===== src/sv/lpd_pkg.sv =====
// Shared types and codes for the length-prefix deframer.
// Holds the result record that flows from the classifier through the queue
// to the output stage. No dependencies.
package lpd_pkg;

  localparam int unsigned LEN_W  = 32;
  localparam int unsigned BYTE_W = 8;
  localparam int unsigned HCNT_W = 3;

  // Header byte counter values: 0..2 collect, 3 decides, 4 payload phase.
  localparam logic [HCNT_W-1:0] HDR_DECIDE = 3'd3;
  localparam logic [HCNT_W-1:0] HDR_DONE   = 3'd4;

  localparam logic [LEN_W-1:0] MAX_LEN_RESET = 32'h0010_0000;

  typedef enum logic [1:0] {
    KIND_PAYLOAD = 2'd0,
    KIND_EMPTY   = 2'd1,
    KIND_ERROR   = 2'd2
  } lpd_kind_t;

  typedef struct packed {
    lpd_kind_t         kind;
    logic [BYTE_W-1:0] payload_byte;
    logic              frame_last;
    logic [LEN_W-1:0]  frame_length;
  } lpd_rec_t;

  // Push side of the result queue, driven by the classifier.
  typedef struct packed {
    logic     push;
    lpd_rec_t rec;
  } lpd_push_t;

  // Head of the result queue, seen by the output stage.
  typedef struct packed {
    logic     valid;
    lpd_rec_t rec;
  } lpd_head_t;

endpackage


===== src/sv/lpd_front.sv =====
// Classifier: accepts received bytes, tracks header and payload framing
// and produces result records. Depends on lpd_pkg.
module lpd_front
  import lpd_pkg::*;
(
  input  logic                clk,
  input  logic                rst_n,
  input  logic                fire,
  input  logic [BYTE_W-1:0]   rx_byte,
  input  logic                end_of_chunk,
  input  logic                cfg_wr_en,
  input  logic [LEN_W-1:0]    cfg_wr_data,
  output lpd_push_t           push_o
);

  logic [23:0]       hdr_shift_r, hdr_shift_nxt;
  logic [HCNT_W-1:0] hdr_cnt_r,   hdr_cnt_nxt;
  logic [LEN_W-1:0]  exp_len_r,   exp_len_nxt;
  logic [LEN_W-1:0]  remain_r,    remain_nxt;
  logic              disc_r,      disc_nxt;
  logic [LEN_W-1:0]  max_len_r;
  logic [LEN_W-1:0]  hdr_len;

  assign hdr_len = {hdr_shift_r, rx_byte};

  always_comb begin
    hdr_shift_nxt = hdr_shift_r;
    hdr_cnt_nxt   = hdr_cnt_r;
    exp_len_nxt   = exp_len_r;
    remain_nxt    = remain_r;
    disc_nxt      = disc_r;
    push_o        = '0;
    if (fire) begin
      if (disc_r) begin
        if (end_of_chunk) begin
          disc_nxt = 1'b0;
        end
      end else if (hdr_cnt_r < HDR_DECIDE) begin
        hdr_shift_nxt = {hdr_shift_r[15:0], rx_byte};
        hdr_cnt_nxt   = hdr_cnt_r + 1'b1;
      end else if (hdr_cnt_r == HDR_DECIDE) begin
        if (hdr_len > max_len_r) begin
          hdr_shift_nxt            = '0;
          hdr_cnt_nxt              = '0;
          exp_len_nxt              = '0;
          remain_nxt               = '0;
          disc_nxt                 = !end_of_chunk;
          push_o.push              = 1'b1;
          push_o.rec.kind          = KIND_ERROR;
          push_o.rec.frame_length  = hdr_len;
        end else if (hdr_len == '0) begin
          hdr_shift_nxt            = '0;
          hdr_cnt_nxt              = '0;
          exp_len_nxt              = '0;
          remain_nxt               = '0;
          push_o.push              = 1'b1;
          push_o.rec.kind          = KIND_EMPTY;
          push_o.rec.frame_last    = 1'b1;
        end else begin
          hdr_shift_nxt = '0;
          hdr_cnt_nxt   = HDR_DONE;
          exp_len_nxt   = hdr_len;
          remain_nxt    = hdr_len;
        end
      end else begin
        // Payload phase; the remaining count is at least one here.
        push_o.push              = 1'b1;
        push_o.rec.kind          = KIND_PAYLOAD;
        push_o.rec.payload_byte  = rx_byte;
        push_o.rec.frame_length  = exp_len_r;
        push_o.rec.frame_last    = (remain_r == LEN_W'(1));
        if (remain_r == LEN_W'(1)) begin
          hdr_shift_nxt = '0;
          hdr_cnt_nxt   = '0;
          exp_len_nxt   = '0;
          remain_nxt    = '0;
        end else begin
          remain_nxt = remain_r - 1'b1;
        end
      end
    end
  end

  always_ff @(posedge clk) begin
    if (!rst_n) begin
      hdr_shift_r <= '0;
      hdr_cnt_r   <= '0;
      exp_len_r   <= '0;
      remain_r    <= '0;
      disc_r      <= 1'b0;
      max_len_r   <= MAX_LEN_RESET;
    end else begin
      hdr_shift_r <= hdr_shift_nxt;
      hdr_cnt_r   <= hdr_cnt_nxt;
      exp_len_r   <= exp_len_nxt;
      remain_r    <= remain_nxt;
      disc_r      <= disc_nxt;
      if (cfg_wr_en) begin
        max_len_r <= cfg_wr_data;
      end
    end
  end

endmodule


===== src/sv/lpd_fifo.sv =====
// Short result queue between the classifier and the output stage.
// Depends on lpd_pkg.
module lpd_fifo
  import lpd_pkg::*;
#(
  parameter int unsigned DEPTH = 4
) (
  input  logic      clk,
  input  logic      rst_n,
  input  lpd_push_t push_i,
  input  logic      pop,
  output lpd_head_t head_o,
  output logic      full
);

  localparam int unsigned PTR_W = (DEPTH > 1) ? $clog2(DEPTH) : 1;
  localparam int unsigned CNT_W = $clog2(DEPTH + 1);

  lpd_rec_t           mem_r [DEPTH];
  logic [PTR_W-1:0]   wr_ptr_r, rd_ptr_r;
  logic [CNT_W-1:0]   cnt_r;
  logic               do_push, do_pop;

  assign full         = (cnt_r == CNT_W'(DEPTH));
  assign head_o.valid = (cnt_r != '0);
  assign head_o.rec   = mem_r[rd_ptr_r];
  assign do_push      = push_i.push && !full;
  assign do_pop       = pop && head_o.valid;

  always_ff @(posedge clk) begin
    if (do_push) begin
      mem_r[wr_ptr_r] <= push_i.rec;
    end
  end

  always_ff @(posedge clk) begin
    if (!rst_n) begin
      wr_ptr_r <= '0;
      rd_ptr_r <= '0;
      cnt_r    <= '0;
    end else begin
      if (do_push) begin
        wr_ptr_r <= (wr_ptr_r == PTR_W'(DEPTH - 1)) ? '0 : wr_ptr_r + 1'b1;
      end
      if (do_pop) begin
        rd_ptr_r <= (rd_ptr_r == PTR_W'(DEPTH - 1)) ? '0 : rd_ptr_r + 1'b1;
      end
      if (do_push && !do_pop) begin
        cnt_r <= cnt_r + 1'b1;
      end else if (do_pop && !do_push) begin
        cnt_r <= cnt_r - 1'b1;
      end
    end
  end

  a_cnt_bound: assert property (@(posedge clk) disable iff (!rst_n)
    cnt_r <= CNT_W'(DEPTH))
    else $error("result queue count exceeds depth");

  a_cnt_up: assert property (@(posedge clk) disable iff (!rst_n)
    (do_push && !do_pop) |=> cnt_r == $past(cnt_r) + 1'b1)
    else $error("result queue count did not rise on push");

  a_cnt_down: assert property (@(posedge clk) disable iff (!rst_n)
    (do_pop && !do_push) |=> cnt_r == $past(cnt_r) - 1'b1)
    else $error("result queue count did not fall on pop");

endmodule


===== src/sv/lpd_back.sv =====
// Output stage: takes records from the head of the queue into an output
// register and presents them on the result stream. Depends on lpd_pkg.
module lpd_back
  import lpd_pkg::*;
(
  input  logic                        clk,
  input  logic                        rst_n,
  input  lpd_head_t                   head_i,
  output logic                        pop,
  output logic                        out_tvalid,
  input  logic                        out_tready,
  output logic [BYTE_W+LEN_W-1:0]     out_tdata,
  output logic                        out_tlast,
  output logic [1:0]                  out_tuser
);

  logic     valid_r;
  lpd_rec_t rec_r;

  assign pop        = head_i.valid && (!valid_r || out_tready);
  assign out_tvalid = valid_r;
  assign out_tdata  = {rec_r.frame_length, rec_r.payload_byte};
  assign out_tlast  = rec_r.frame_last;
  assign out_tuser  = rec_r.kind;

  always_ff @(posedge clk) begin
    if (!rst_n) begin
      valid_r <= 1'b0;
    end else if (pop) begin
      valid_r <= 1'b1;
    end else if (out_tready) begin
      valid_r <= 1'b0;
    end
  end

  always_ff @(posedge clk) begin
    if (pop) begin
      rec_r <= head_i.rec;
    end
  end

endmodule


===== src/sv/length_prefix_deframer.sv =====
// Length-prefix deframer: one byte per cycle in, payload bytes and frame events out.
// Each result passes through the result queue and then the output register before it appears on out_*.
// Throughput: one byte per cycle; in_tready drops only when the result queue is full.
// Reset (rst_n low, synchronous) clears framing, the queue and the output register,
// and sets the maximum payload length to 1048576.
module length_prefix_deframer
  import lpd_pkg::*;
#(
  parameter int unsigned FIFO_DEPTH = 4
) (
  input  logic                    clk,
  input  logic                    rst_n,
  // Received byte stream.
  input  logic                    in_tvalid,
  output logic                    in_tready,
  input  logic [7:0]              in_tdata,   // [7:0] rx_byte
  input  logic                    in_tlast,   // end_of_chunk
  // Result stream.
  output logic                    out_tvalid,
  input  logic                    out_tready,
  output logic [39:0]             out_tdata,  // [7:0] payload_byte, [39:8] frame_length
  output logic                    out_tlast,  // frame_last
  output logic [1:0]              out_tuser,  // [1:0] kind
  // Maximum payload length register.
  input  logic                    cfg_wr_en,
  input  logic [31:0]             cfg_wr_data
);

  // The front part classifies each accepted byte in the cycle of its transfer
  // and pushes at most one record into the queue. The back part drains the
  // queue into an output register, so a stalled result stream never blocks
  // bytes while the queue has room.
  lpd_push_t push;
  lpd_head_t head;
  logic      pop;
  logic      full;
  logic      in_fire;

  assign in_tready = !full;
  assign in_fire   = in_tvalid && in_tready;

  lpd_front u_front (
    .clk          (clk),
    .rst_n        (rst_n),
    .fire         (in_fire),
    .rx_byte      (in_tdata),
    .end_of_chunk (in_tlast),
    .cfg_wr_en    (cfg_wr_en),
    .cfg_wr_data  (cfg_wr_data),
    .push_o       (push)
  );

  // The queue is never full when a byte is accepted, so no record is lost.
  lpd_fifo #(
    .DEPTH (FIFO_DEPTH)
  ) u_fifo (
    .clk    (clk),
    .rst_n  (rst_n),
    .push_i (push),
    .pop    (pop),
    .head_o (head),
    .full   (full)
  );

  lpd_back u_back (
    .clk        (clk),
    .rst_n      (rst_n),
    .head_i     (head),
    .pop        (pop),
    .out_tvalid (out_tvalid),
    .out_tready (out_tready),
    .out_tdata  (out_tdata),
    .out_tlast  (out_tlast),
    .out_tuser  (out_tuser)
  );

endmodule


===== config.mk =====
export PLATFORM = sky130hd
export DESIGN_NAME = length_prefix_deframer
export DESIGN_NICKNAME = d
export VERILOG_FILES = /design/src/sv/lpd_pkg.sv /design/src/sv/lpd_front.sv /design/src/sv/lpd_fifo.sv /design/src/sv/lpd_back.sv /design/src/sv/length_prefix_deframer.sv
export SDC_FILE = /design/constraint.sdc
export NUM_CORES = 1
export LEC_CHECK = 0
export BUFFER_PORTS_ARGS = -buffer_cell sky130_fd_sc_hd__buf_4
export CORE_ASPECT_RATIO = 0.9
export CORE_MARGIN = 2
export CORE_UTILIZATION = 54
export CTS_CLUSTER_DIAMETER = 200
export DETAILED_ROUTE_END_ITERATION = 10
export GPL_ROUTABILITY_DRIVEN = 0
export HOLD_SLACK_MARGIN = 0.08
export PLACE_DENSITY = 0.73
export RECOVER_POWER = 50
export REMOVE_ABC_BUFFERS = 1
export SLEW_MARGIN = 20
export SYNTH_ARGS = -nofsm -noshare
export SYNTH_HDL_FRONTEND = slang
export SYNTH_SLANG_ARGS = --single-unit
export TNS_END_PERCENT = 50

===== constraint.sdc =====
create_clock -name clk -period 4.9 [get_ports clk]
set_input_delay 0.49 -clock clk [delete_from_list [all_inputs] [get_ports clk]]
set_output_delay 0.49 -clock clk [all_outputs]
set_load 0.01 [all_outputs]

---- Word level (Yosys, flattened, before mapping) ----
Memory sizes are Yosys's and may differ from the RTL's. A register that Yosys moved wholly into a read port is not among the register bits.
Cells that the tools add are included.
storage, ports and cells
  output and inout bits ................... 45
  RAM bits ................................ 172
  input bits .............................. 46
  bits in registers ....................... 132
  memories kept ........................... 1
memories
  name          depth  bits a word  read ports  clocked after Yosys merged registers in  wr ports  RTL line        RTL
  u_fifo.mem_r  4      43           1           1                                        1         lpd_fifo.sv:19  lpd_rec_t mem_r [DEPTH];
cells by class
  reductions and logical operators ........ 21
  equal/unequal tests ..................... 5
  bitwise logic cells ..................... 2
  order comparisons ....................... 2
  $add $sub $neg .......................... 6
  multiplexer cells ....................... 38
operator list
  kind                                                                    count
  32-bit two-way mux                                                      7
  44-bit two-way mux                                                      3
  24-bit two-way mux                                                      3
  33-bit two-way mux                                                      1
  32-bit by 1-bit equality test with 1-bit output, second input constant  1
  32-bit > comparator                                                     1
  32-bit zero test                                                        1
  32-bit by 1-bit subtractor with 32-bit output, second input constant    1
  3-bit two-way mux                                                       10
  1-bit two-way mux                                                       11
  8-bit two-way mux                                                       1
  3-bit by 1-bit adder with 3-bit output, second input constant           2
  1-bit logical AND                                                       6
  3-bit AND reduction                                                     2
  2-bit nonzero test                                                      3
  3-bit nonzero test                                                      2
  1-bit zero test                                                         5
  2-bit by 1-bit adder with 2-bit output, second input constant           2
  2-bit equality test, second input constant                              2
  2-bit two-way mux                                                       2
  4-bit AND reduction                                                     1
  3-bit by 2-bit equality test with 1-bit output, second input constant   1
  3-bit equality test, second input constant                              1
  3-bit by 2-bit < comparator with 1-bit output, second input constant    1
  3 further kinds                                                         4

---- Depth between registers and ports, before layout ----
  depth in word-level cells ............... 12
  mapped depth ............................ 16
  mapped depth without buffers ............ 14

---- By module ----
Synthesis repeated with hierarchy kept, for this count alone.
second synthesis, totals
  cells, all modules ...................... 1122
  area total of the unflattened synthesis .. 15049.4 sq um
by module, submodules not included
  module                  times used  cells an instance  area an instance (sq um)
  lpd_front               1           797                6959.2
  lpd_fifo                1           276                6741.5
  lpd_back                1           47                 1338.8
  length_prefix_deframer  1           2                  10.0

---- Worst setup path after synthesis ----
No wires, ideal clock.
  path type ............................... input-to-reg
  start ................................... input out_tready
  end ..................................... register u_fifo.cnt_r[2]
  setup slack ............................. 694 ps
  cell stages on the path ................. 9
  library setup time ...................... 70 ps
  path buffers ............................ 0
  data required time ...................... 4830 ps
  arrival ................................. 4135 ps
  cell sequence ........................... inv_1 -> a21oi_1 -> inv_1 -> ha_1 -> inv_1 -> fa_1 -> xor2_1 -> or3_1 -> a21oi_1
on the way
  word-level cells in the longest chain between the ends .. 6
  elaborated cells between the ends (all ways) .. 8
  those cells by class .................... mux (1); reduce/logical (7)
ends and longest elaborated chain
  what                                                     RTL line                      RTL
  start, declared                                          length_prefix_deframer.sv:20  input logic out_tready,
  1-bit logical OR (*)                                     lpd_back.sv:20                assign pop = head_i.valid && (!valid_r || out_tready);
  1-bit logical AND (*)                                    lpd_back.sv:20
  net pop                                                  length_prefix_deframer.sv:35  logic pop;
  1-bit logical AND (*)                                    lpd_fifo.sv:28                assign do_pop = pop && head_o.valid;
  1-bit zero test                                          lpd_fifo.sv:48                if (do_push && !do_pop) begin
  1-bit logical AND                                        lpd_fifo.sv:48
  3-bit two-way mux or 2-bit nonzero test (tied branches)  n/a
  end signal, assigned                                     lpd_fifo.sv:49                cnt_r <= cnt_r + 1'b1;
  end signal, assigned                                     lpd_fifo.sv:51                cnt_r <= cnt_r - 1'b1;
  end, declared                                            lpd_fifo.sv:21                logic [CNT_W-1:0] cnt_r;
The timed path passes the listed nets; every way through them passes the cells marked *.
A chain may end at the register's enable or synchronous reset.

---- Worst setup path after layout ----
  start ................................... register u_front.hdr_shift_r[22]
  end ..................................... register u_front.exp_len_r[20]
on the way
  word-level cells in the longest chain between the ends .. 4
  elaborated cells between the ends (all ways) .. 5
  those cells by class .................... order compare (1); mux (3); reduce/logical (1)
ends and longest elaborated chain
  what                                                                         RTL line         RTL
  start, declared                                                              lpd_front.sv:16  logic [23:0] hdr_shift_r, hdr_shift_nxt;
  start signal, assigned                                                       lpd_front.sv:93  hdr_shift_r <= hdr_shift_nxt;
  parallel branches: the longest is 2 deep, another holds 32-bit > comparator  n/a
  32-bit two-way mux (*)                                                       lpd_front.sv:42  if (hdr_len > max_len_r) begin
  32-bit two-way mux (*)                                                       lpd_front.sv:41  end else if (hdr_cnt_r == HDR_DECIDE) begin
  end signal, assigned                                                         lpd_front.sv:95  exp_len_r <= exp_len_nxt;
  end, declared                                                                lpd_front.sv:18  logic [LEN_W-1:0] exp_len_r, exp_len_nxt;
Mark *: on every way between the ends.

==> reports/qor.txt <==
slowest stage delay, CP -> 1.14 ns
Hold Startpoint -> in_tlast
synth unique cells -> 61
Starting DRT DRC Count -> 954
NetSw -> 2.16 mW
Detailed Routing Iterations Pass 1 -> 6
Hold Crit Class -> input pin to flop
Final Cycle Share -> 0.836
Combinational Power Share -> 0.192
Synth Register Bits -> 347
HPWL after DPL -> 21300 um
initial core utilization -> 0.546
core area -> 26800 um2
Worst R2R Start -> u_front.hdr_shift_r[22]$_SDFFE_PN0P_
Slowest-stage cell, CP -> nor3_1
Post-layout nets -> 1302
setup TNS -> 0 ns
postcts setup bufs -> 0
sequential fraction of the synthesis area -> 0.621
row count -> 57
Post-DRT Antenna Nets -> 0
leakage -> 6.09 nW
Top Usage Layer GRT -> met2
Setup crit end kind -> flop
non-filler cells, final -> 1594
# DRC -> 0
max_slew headroom -> -0.643
clock power share -> 0.348
Crit Path Max Fanout -> 27
clock sink count -> 347
Crit path max-delay family -> simple AND/OR/NAND/NOR gates
sequential power share -> 0.460
first-pass GRT wire length -> 53200 um
Post-synth EDFFs -> 215
internal power -> 5.71 mW
final hold violations -> 0
# IOs -> 91
failing checks -> max-capacitance violations, max-slew violations
met2 Use GR -> 0.370
reg2reg end -> u_front.exp_len_r[20]$_SDFFE_PN0P_
max-slew violations -> 156
TritonCTS clock tree -> done
routed vias/inst -> 6.06
Via Count -> 9652
GRT Util Overall -> 0.241
post-synthesis average cell area -> 13.0 um2
WL/cell -> 21.1 um
Hold EP -> u_front.disc_r$_SDFFE_PN0P_
Die W -> 178 um
DP Worst Slack -> 1.11 ns
number of setup violations in the final report -> 0
largest net degree at the start of global routing -> 60
CP Launch Type -> flop
FFs w/ async S/R, synth -> 0
total gr overflow -> 0
Clock Pin Slew Worst Setup and Hold Paths -> 0.06 ns
Setup WS post-layout -> 0.804 ns
M3 GR Usage -> 0.0502
Root Buffer -> clkbuf_16
crit path DAT -> 4.55 ns
fill cell count -> 2127
cts repair resizes -> 0
VDD IR max -> 0.287 mV
CP Buf/Inv Count -> 2
Clk Latency, worst-skew pair -> 0.52 ns
synthesized cell area -> 14700 um2
Tightest Pin Transition -> 2.46 ns
critical path depth -> 10
Area Overhead vs Synth -> 14.2%
most common cell after layout, fill and taps aside -> edfxtp_1
Detailed Route WL -> 33600 um
Max Buffers Root-to-Sink -> 3
worst path cell trace -> clkbuf_1, ha_1, nand4_1, nor4_1, and2_0, a311o_1, nand3_1, nor3_1, buf_4, a22o_1
die area -> 28500 um2
Cell Pwr Density -> 470 nW/um2
Warnings, synthesis -> 0
fmax -> 244 MHz
Tot Pwr -> 7.87 mW
status -> finished with violations
layout cells sized above 1 -> 0.156
number of port buffers -> 90
commonest cells after routing, fill and taps aside -> 215 x edfxtp_1, 131 x dfxtp_1, 91 x nor2_1, 82 x a21oi_1, 70 x buf_4
Clock Skew -> 0.0143 ns
die height -> 160 um
Switching Share -> 0.274
R2R cell count -> 10
initial antenna violation count -> 0
Inserted Diodes -> 0
TritonCTS buffer count -> 36
critical path data required time -> 5.35 ns
min Tclk post-route -> 4.10 ns
Crit Path Class -> flop to flop
r2r setup slk -> 0.80 ns
CTS HTree Levels -> 2
Max-cap violations -> 4
Hold-fix buffers, CTS -> 0
RSZ-0062 raised after global routing -> false
DP Cell Count -> 1529
met1 Use GR -> 0.346
Syn Inst Count -> 1129
Synth Flop Type -> edfxtp_1
cell count of the worst hold path -> 2
vias in the first global route -> 9510
[registers in the layout, indices dropped and copies added (netlist names)]
name                 cells
u_back.out_tlast         1
u_front.hdr_cnt_r        3
u_front.hdr_shift_r     24
u_fifo.wr_ptr_r          2
u_fifo.mem_r           172
u_front.exp_len_r       32
u_front.disc_r           1
u_front.max_len_r       32
u_back.out_tdata        40
u_back.out_tuser         2
u_fifo.cnt_r             3
u_fifo.rd_ptr_r          2
u_back.out_tvalid        1
u_front.remain_r        32
[metrics by stage]
stage / area [um2] / util / hold slack [ns]
floorplan: 14300 / - / 0.432
global placement: 15800 / 0.588 / 0.442
detailed placement: 15800 / 0.588 / 0.449
CTS: 16900 / 0.632 / 0.176
global route: 16700 / 0.624 / 0.190
finish: 16700 / 0.624 / 0.189
[synthesized netlist by cell type (2+ instances only)]
cell type | count | area [um2]
edfxtp_1 | 215 | 6460
dfxtp_1 | 132 | 2640
nor2_1 | 91 | 342
a21oi_1 | 84 | 420
clkbuf_1 | 54 | 203
mux4_2 | 43 | 968
nand3_1 | 43 | 215
ha_1 | 42 | 526
inv_1 | 41 | 154
o21ai_0 | 36 | 180
nand2b_1 | 35 | 219
a22oi_1 | 34 | 255
mux2i_1 | 34 | 340
a22o_1 | 33 | 289
nand2_1 | 28 | 105
nor4_1 | 20 | 125
nand4_1 | 13 | 81.3
nor3_1 | 13 | 65.1
o21ai_1 | 12 | 60.1
and2_1 | 10 | 62.6
buf_1 | 10 | 37.5
xor2_1 | 10 | 87.6
o2111ai_1 | 9 | 78.8
buf_2 | 8 | 40.0
or3_1 | 7 | 43.8
and3_1 | 5 | 31.3
or4_1 | 5 | 37.5
a211oi_1 | 4 | 30.0
buf_6 | 4 | 45.0
o211ai_1 | 4 | 30.0
or2_2 | 4 | 25.0
or4_4 | 4 | 45.0
a31oi_1 | 3 | 18.8
nor4_2 | 3 | 37.5
xnor2_1 | 3 | 26.3
a221oi_1 | 2 | 17.5
a311o_1 | 2 | 20.0
nand3b_1 | 2 | 15.0
nand4b_1 | 2 | 17.5
nor2_2 | 2 | 12.5
nor3_2 | 2 | 20.0
nor4_4 | 2 | 42.5
[routing by layer]
| metal | wire length (um) | vias up |
|---|---|---|
| met5 | 0 | - |
| met4 | 916 | 0 |
| met3 | 2730 | 65 |
| met2 | 15600 | 429 |
| met1 | 14400 | 4700 |
| li1 | - | 4458 |
[how the worst max path moves through the flow]
stage                                               endpoint                                  from  slack, ns
after detailed placement        u_fifo.cnt_r[2]$_SDFFE_PN0P_                           in_tdata[7]       1.11
after global routing           u_fifo.mem_r[1][42]$_DFFE_PP_     u_front.hdr_cnt_r[0]$_SDFFE_PN0P_       0.60
after CTS                       u_fifo.cnt_r[2]$_SDFFE_PN0P_   u_front.hdr_shift_r[6]$_SDFFE_PN0P_       1.27
final                     u_front.exp_len_r[20]$_SDFFE_PN0P_  u_front.hdr_shift_r[22]$_SDFFE_PN0P_       0.80
after floorplan                 u_fifo.cnt_r[2]$_SDFFE_PN0P_                            out_tready       0.65
after global placement          u_fifo.cnt_r[2]$_SDFFE_PN0P_                           in_tdata[7]       1.16
[area by class of cell]
cell class | instances | area [um2] | area share
timing repair buffer | 122 | 753 | 0.0450
multi-input combinational | 664 | 5090 | 0.304
inverter | 42 | 158 | 0.00942
clock buffer | 52 | 1010 | 0.0604
clock inverter | 13 | 179 | 0.0107
sequential | 347 | 9100 | 0.544
tap | 354 | 443 | 0.0265
[cell families (layout without fill, tap and decap cells)]
family                   Yosys count  in the layout  share of synthesized area
AO/OA/AOI/OAI                    235            235                      0.103
AND/OR/NAND/NOR                  296            296                      0.109
multiplexers                      77             77                     0.0893
XOR/XNOR                          13             13                    0.00777
buffers and inverters            118            229                     0.0330
adder cells (fa/ha/maj)           43             43                     0.0372
flip-flops                       347            347                      0.621
[power by group through the flow]
stage          logic [mW]  registers [mW]  clock network [mW]
2_1_floorplan       0.888            3.84                   0
3_3_place_gp         1.63            3.66                   0
3_5_place_dp         1.66            3.67                   0
4_1_cts              1.67            3.61                2.78
5_1_grt              1.66            3.66                2.89
6_report             1.51            3.62                2.74
Power figures use the tool's default switching activity.
